**config.mk**
```make
export PLATFORM = sky130hd
export DESIGN_NAME = rms_envelope_detector_top
export DESIGN_NICKNAME = d
export VERILOG_FILES = /design/src/rtl/rmsenv_pkg.sv /design/src/rtl/rms_envelope_detector_top.sv
export SDC_FILE = /design/constraint.sdc
export NUM_CORES = 2
export LEC_CHECK = 0
export CAP_MARGIN = 20
export CELL_PAD_IN_SITES_DETAIL_PLACEMENT = 1
export CELL_PAD_IN_SITES_GLOBAL_PLACEMENT = 1
export CORE_MARGIN = 4
export CORE_UTILIZATION = 56
export CTS_CLUSTER_SIZE = 16
export DETAILED_ROUTE_END_ITERATION = 8
export DONT_BUFFER_PORTS = 1
export GPL_ROUTABILITY_DRIVEN = 1
export PLACE_DENSITY_LB_ADDON = 0.1
export SKIP_LAST_GASP = 1
export SYNTH_ARGS = -nofsm -noshare
export SYNTH_HDL_FRONTEND = slang
export SYNTH_SLANG_ARGS = --single-unit
```
**constraint.sdc**
```tcl
create_clock -name clock -period 19.9 [get_ports clock]
set_clock_uncertainty 0.05 [all_clocks]
set_input_delay 0.995 -clock clock [delete_from_list [all_inputs] [get_ports clock]]
set_output_delay 0.995 -clock clock [all_outputs]
set_load 0.05 [all_outputs]
```
**src/rtl/rmsenv_pkg.sv**
```systemverilog
// Package for the RMS envelope detector: sequencer state type, register
// index codes and register reset values. No dependencies.
package rmsenv_pkg;

   localparam int CSR_INDEX_BITS = 2;

   localparam logic [CSR_INDEX_BITS-1:0] CSR_ATTACK_COEFF  = 2'd0;
   localparam logic [CSR_INDEX_BITS-1:0] CSR_RELEASE_COEFF = 2'd1;

   localparam int ATTACK_RESET  = 65062;
   localparam int RELEASE_RESET = 65523;

   typedef enum logic [7:0] {
      ST_IDLE   = 8'b0000_0001,
      ST_SQUARE = 8'b0000_0010,
      ST_CMP    = 8'b0000_0100,
      ST_DIFF   = 8'b0000_1000,
      ST_MUL    = 8'b0001_0000,
      ST_UPDATE = 8'b0010_0000,
      ST_ROOT   = 8'b0100_0000,
      ST_DONE   = 8'b1000_0000
   } state_type;

endpackage

```
**src/rtl/rms_envelope_detector_top.sv**
```systemverilog
// An accepted request runs the square, compare, difference, product, update, root and
// done steps before rsp_valid; req_ready is high only while the sequencer idles, so a
// new transaction is not taken until the last one has left the done step.
// One shared add/subtract unit does the compare, difference, product, mean-square update
// and bitwise square root. Synchronous active-high reset clears the mean square, the
// sequencer and rsp_valid and loads the coefficient reset values. Uses rmsenv_pkg.
module rms_envelope_detector_top
   import rmsenv_pkg::*;
#(
   parameter int SAMPLE_BITS = 24,
   parameter int COEFF_BITS  = 16
) (
   input  logic                          clock,
   input  logic                          reset,
   input  logic                          req_valid,
   output logic                          req_ready,
   input  logic signed [SAMPLE_BITS-1:0] req_sample,
   output logic                          rsp_valid,
   input  logic                          rsp_ready,
   output logic        [SAMPLE_BITS-1:0] rsp_rms_level,
   input  logic                          csr_write_enable,
   input  logic     [CSR_INDEX_BITS-1:0] csr_index,
   input  logic         [COEFF_BITS-1:0] csr_data
);

   localparam int MS_BITS  = 2 * SAMPLE_BITS - 1;
   localparam int ALU_BITS = 2 * SAMPLE_BITS + 1;
   localparam int MAX_STEPS = (SAMPLE_BITS > COEFF_BITS) ? SAMPLE_BITS : COEFF_BITS;
   localparam int CNT_BITS = $clog2(MAX_STEPS);
   localparam logic [SAMPLE_BITS-1:0] ROOT_MAX = {1'b1, {(SAMPLE_BITS-1){1'b0}}};

   state_type state_ff, state_in;

   logic [COEFF_BITS-1:0]    attack_ff, release_ff;
   logic [SAMPLE_BITS-1:0]   sample_ff;
   logic [MS_BITS-1:0]       power_ff, ms_ff, diff_ff, acc_ff;
   logic                     attack_sel_ff, sticky_ff;
   logic [COEFF_BITS-1:0]    coef_sh_ff;
   logic [CNT_BITS-1:0]      count_ff;
   logic [2*SAMPLE_BITS-1:0] src_ff;
   logic [ALU_BITS-1:0]      rem_ff;
   logic [SAMPLE_BITS-1:0]   root_ff;
   logic                     rsp_valid_ff;
   logic [SAMPLE_BITS-1:0]   rsp_level_ff;

   logic [SAMPLE_BITS-1:0]   mag;
   logic [2*SAMPLE_BITS-1:0] mag_sq;
   logic [ALU_BITS-1:0]      alu_a, alu_b, alu_sum, root_a;
   logic                     alu_sub, alu_cin, alu_neg, out_free;

   assign req_ready     = (state_ff == ST_IDLE);
   assign rsp_valid     = rsp_valid_ff;
   assign rsp_rms_level = rsp_level_ff;
   assign out_free      = !rsp_valid_ff || rsp_ready;

   assign mag    = sample_ff[SAMPLE_BITS-1] ? (~sample_ff + 1'b1) : sample_ff;
   assign mag_sq = mag * mag;
   assign root_a = {rem_ff[ALU_BITS-3:0], src_ff[2*SAMPLE_BITS-1 -: 2]};

   always_comb begin
      alu_a   = '0;
      alu_b   = '0;
      alu_sub = 1'b0;
      alu_cin = 1'b0;
      unique case (state_ff)
         ST_CMP: begin
            alu_a   = ALU_BITS'(power_ff);
            alu_b   = ALU_BITS'(ms_ff);
            alu_sub = 1'b1;
            alu_cin = 1'b1;
         end
         ST_DIFF: begin
            alu_a   = attack_sel_ff ? ALU_BITS'(power_ff) : ALU_BITS'(ms_ff);
            alu_b   = attack_sel_ff ? ALU_BITS'(ms_ff) : ALU_BITS'(power_ff);
            alu_sub = 1'b1;
            alu_cin = 1'b1;
         end
         ST_MUL: begin
            alu_a = ALU_BITS'(acc_ff);
            alu_b = coef_sh_ff[0] ? ALU_BITS'(diff_ff) : '0;
         end
         ST_UPDATE: begin
            alu_a   = ALU_BITS'(power_ff);
            alu_b   = ALU_BITS'(acc_ff);
            alu_sub = attack_sel_ff;
            alu_cin = attack_sel_ff & ~sticky_ff;
         end
         ST_ROOT: begin
            alu_a   = root_a;
            alu_b   = ALU_BITS'({root_ff, 2'b01});
            alu_sub = 1'b1;
            alu_cin = 1'b1;
         end
         default: begin
            alu_a = '0;
         end
      endcase
   end

   assign alu_sum = alu_a + (alu_sub ? ~alu_b : alu_b) + ALU_BITS'(alu_cin);
   assign alu_neg = alu_sum[ALU_BITS-1];

   always_comb begin
      state_in = state_ff;
      unique case (state_ff)
         ST_IDLE:   if (req_valid) state_in = ST_SQUARE;
         ST_SQUARE: state_in = ST_CMP;
         ST_CMP:    state_in = ST_DIFF;
         ST_DIFF:   state_in = ST_MUL;
         ST_MUL:    if (count_ff == CNT_BITS'(COEFF_BITS - 1)) state_in = ST_UPDATE;
         ST_UPDATE: state_in = ST_ROOT;
         ST_ROOT:   if (count_ff == CNT_BITS'(SAMPLE_BITS - 1)) state_in = ST_DONE;
         ST_DONE:   if (out_free) state_in = ST_IDLE;
         default:   state_in = ST_IDLE;
      endcase
   end

   always_ff @(posedge clock) begin
      if (reset) begin
         state_ff     <= ST_IDLE;
         rsp_valid_ff <= 1'b0;
         ms_ff        <= '0;
         attack_ff    <= COEFF_BITS'(ATTACK_RESET);
         release_ff   <= COEFF_BITS'(RELEASE_RESET);
      end else begin
         state_ff <= state_in;
         if (csr_write_enable) begin
            if (csr_index == CSR_ATTACK_COEFF) begin
               attack_ff <= csr_data;
            end else if (csr_index == CSR_RELEASE_COEFF) begin
               release_ff <= csr_data;
            end
         end
         if (state_ff == ST_DONE && out_free) begin
            rsp_valid_ff <= 1'b1;
         end else if (rsp_ready) begin
            rsp_valid_ff <= 1'b0;
         end
         if (state_ff == ST_UPDATE) begin
            ms_ff <= alu_sum[MS_BITS-1:0];
         end
      end
   end

   always_ff @(posedge clock) begin
      unique case (state_ff)
         ST_IDLE: begin
            sample_ff <= req_sample;
         end
         ST_SQUARE: begin
            power_ff <= mag_sq[MS_BITS-1:0];
         end
         ST_CMP: begin
            attack_sel_ff <= !alu_neg && (alu_sum != '0);
         end
         ST_DIFF: begin
            diff_ff    <= alu_sum[MS_BITS-1:0];
            coef_sh_ff <= attack_sel_ff ? attack_ff : release_ff;
            acc_ff     <= '0;
            sticky_ff  <= 1'b0;
            count_ff   <= '0;
         end
         ST_MUL: begin
            acc_ff     <= alu_sum[MS_BITS:1];
            sticky_ff  <= sticky_ff | alu_sum[0];
            coef_sh_ff <= coef_sh_ff >> 1;
            count_ff   <= count_ff + 1'b1;
         end
         ST_UPDATE: begin
            src_ff   <= {1'b0, alu_sum[MS_BITS-1:0]};
            rem_ff   <= '0;
            root_ff  <= '0;
            count_ff <= '0;
         end
         ST_ROOT: begin
            rem_ff   <= alu_neg ? root_a : alu_sum;
            root_ff  <= {root_ff[SAMPLE_BITS-2:0], !alu_neg};
            src_ff   <= src_ff << 2;
            count_ff <= count_ff + 1'b1;
         end
         ST_DONE: begin
            if (out_free) rsp_level_ff <= root_ff;
         end
         default: begin
            sample_ff <= sample_ff;
         end
      endcase
   end

   a_accept_starts: assert property (@(posedge clock) disable iff (reset)
      req_valid && req_ready |=> state_ff == ST_SQUARE)
      else $error("accepted transaction did not start the sequencer");

   a_rsp_from_done: assert property (@(posedge clock) disable iff (reset)
      $rose(rsp_valid) |-> $past(state_ff == ST_DONE))
      else $error("response raised outside the done step");

   a_mul_count: assert property (@(posedge clock) disable iff (reset)
      state_ff == ST_MUL |-> count_ff <= CNT_BITS'(COEFF_BITS - 1))
      else $error("product step count out of range");

   a_root_bound: assert property (@(posedge clock) disable iff (reset)
      state_ff == ST_DONE |-> root_ff <= ROOT_MAX)
      else $error("square root exceeds full scale");

endmodule

```
==> flow_metrics.py <==
metrics = {
    "setup_path": {
        "r2r_slack_ps": 9360,
        "crit_arrival_ps": 10840,
        "slowest_stage": "clkinv_1",
        "crit_required_ps": 20200,
        "timing_worst_setup_path_type": "reg -> reg",
        "endpoint_kind": "flop",
        "worst_path_largest_cell_delay_ps": 800,
        "crit_path_max_fanout": 18,
        "crit_path_start_kind": "flop",
    },
    "cts": {
        "clockBufferDepth": 3,
        "cts-root-buf": "clkbuf_16",
        "cts_buffers": 47,
        "cts_tree": "done",
        "post_cts_resized": 0,
        "cts_hold_buf": 0,
        "cts_max_level": 2,
        "cts.sinks": 418,
        "postCtsSetupBuffers": 0,
        "worstSkewPairLatency_ps": 610,
        "path_clk_slew_ps": 60,
    },
    "global_routing": {
        "antenna_found_initial": 1,
        "grt_pass1_vias": 31800,
        "grt_pass1_wl_mm": 184,
        "track_usage": 0.335,
        "grt_max_degree": 87,
        "grt-ovfl-total": 0,
    },
    "synthesis": {
        "ys_seq_area_frac": 0.315,
        "synthMostInstantiatedCell": "inv_1",
        "synth_top_area_cell": "edfxtp_1",
        "netlist_instances": 3812,
        "synth_edf_count": 330,
        "ys_top_cells_by_area": "edfxtp_1 (27%), fa_1 (23%), ha_1 (7.3%)",
        "synth_flop_cell": "edfxtp_1",
        "async_reset_ff_frac": 0,
        "synth-warning-count": 0,
        "synth.top_cell.area_share": 0.267,
        "avgSynthCellArea_sq_um": 9.73,
        "synth-seq-cells": 418,
        "ys_types": 87,
        "synth_area_sq_um": 37100,
        "synth.top_cells.by_count": "inv_1 (630), nand2_1 (618), fa_1 (425), edfxtp_1 (330), nor2_1 (265)",
    },
    "place": {
        "globalplace.congestion": 0.941,
        "dp_hpwl_mm": 88.1,
        "port_buffers": 0,
    },
    "sta": {
        "rsz0062_at_grt": "false",
        "period_minus_slack_ps": 10540,
        "relSlewSlack": 0.283,
        "worst_slew_pin_slew_ps": 1070,
        "final-hold-violation-count": 0,
        "fmax_mhz": 94.9,
        "setup_violations": 0,
        "setup_tns_ps": 0,
        "finalCritPeriodShare": 0.529,
        "maxSlewViolCount": 0,
    },
    "hold_path": {
        "min_path_type": "reg -> reg",
    },
    "detailed_routing": {
        "drt_iter0_markers": 2648,
        "drt-vias-per-instance": 6.11,
        "wire_per_inst_um": 25.2,
        "drt_wl_total_mm": 117,
        "num_vias": 28400,
        "antenna_left": 0,
        "drc_errors": 0,
        "dr.pass1.iters": 9,
    },
    "run_status": {
        "status": "complete, no violations",
    },
    "cells_and_area": {
        "drive_above_1_share": 0.0436,
        "area_growth_pct": 6.44,
        "final_nets": 4438,
        "diodes": 0,
    },
    "floorplan": {
        "initial_core_util": 0.564,
        "coreArea_sq_um": 65700,
        "die_h_um": 265,
        "die_area_sq_um": 70400,
        "floorplan.io_pins": 73,
        "row_count": 94,
        "die_w_um": 265,
    },
    "job": {
        "maxCapViolCount": 0,
    },
}
==> worst max-delay path, delay by kind of cell, from the launching register on <==
family                     cells  cell delay (ps)
buffers and inverters          7             1630
and+or+nand+nor                5             1220
adders and majority gates      9             3900
xor gates and xnor gates       2              530
DFF                            1              660
AOI/OAI and AO/OA              8             2300
==> sequential cells by signal, summed over array words and instances (netlist names), 5 cells and up <==
signal / flops
src_ff: 48
acc_ff: 47
diff_ff: 47
ms_ff: 47
rem_ff: 47
power_ff: 46
root_ff: 24
rsp_rms_level: 24
sample_ff: 24
attack_ff: 16
coef_sh_ff: 16
release_ff: 16
state_ff: 8
count_ff: 5
==> logic make-up after synthesis <==
group | count (synthesis) | share of synthesized area
simple gates | 1181 | 0.140
other cells | 2 | 0.000202
fa+ha+maj | 641 | 0.302
mux | 72 | 0.0194
buf+inv | 805 | 0.0841
compound gates | 538 | 0.103
xor+xnor | 155 | 0.0368
flops | 418 | 0.315
==> metrics by stage <==
stage          setup slack, ps  instance area (sq um)  std cells  hold slack (ps)   util
6_report                  9360                  39500       4652              397  0.601
3_5_place_dp              9280                  37900       4565              377  0.577
5_1_grt                   8760                  39500       4652              400  0.601
2_1_floorplan            10920                  37200       3827              367      -
4_1_cts                   9300                  39500       4652              394  0.601
3_3_place_gp              9710                  37900       4565              373  0.577
==> path summary, 6_finish.rpt <==
path         depth (start not counted)                           to                      start
max                                 31       power_ff[46]$_DFFE_PP_     sample_ff[0]$_DFFE_PP_
max reg2reg                         31       power_ff[46]$_DFFE_PP_     sample_ff[0]$_DFFE_PP_
min                                  0  rsp_rms_level[16]$_DFFE_PP_  root_ff[16]$_SDFFCE_PP0P_
min reg2reg                          0  rsp_rms_level[16]$_DFFE_PP_  root_ff[16]$_SDFFCE_PP0P_
==> cells in the final DEF, fill, tap and decap left out, types with 78 or more instances in the layout <==
| master | n |
|---|---|
| inv_1 | 629 |
| nand2_1 | 616 |
| fa_1 | 425 |
| edfxtp_1 | 330 |
| nor2_1 | 264 |
| ha_1 | 216 |
| a21oi_1 | 150 |
| xnor2_1 | 110 |
| dfxtp_1 | 88 |
| o21ai_0 | 78 |
==> per-layer routing <==
| metal | part of all wire | vias up | wire length [um] | global-route usage |
|---|---|---|---|---|
| li1 | - | 12400 | - | - |
| met2 | 0.49 | 1137 | 57500 | 0.577 |
| met3 | 0.069 | 291 | 8100 | 0.0523 |
| met5 | 0 | - | 0 | 0 |
| met4 | 0.037 | 0 | 4320 | 0.112 |
| met1 | 0.40 | 14600 | 47100 | 0.436 |
==> final cells by class <==
type	count	area (sq um)
Tap cell	864	1080
Clock inverter	21	268
Multi-Input combinational cell	2604	22500
Fill cell	7242	26300
Sequential cell	418	11700
Clock buffer	66	1310
Timing Repair Buffer	43	323
Inverter	636	2390
Power is not shown: default switching activity piles up to over one toggle a cycle in this logic, so the estimate is an artifact.
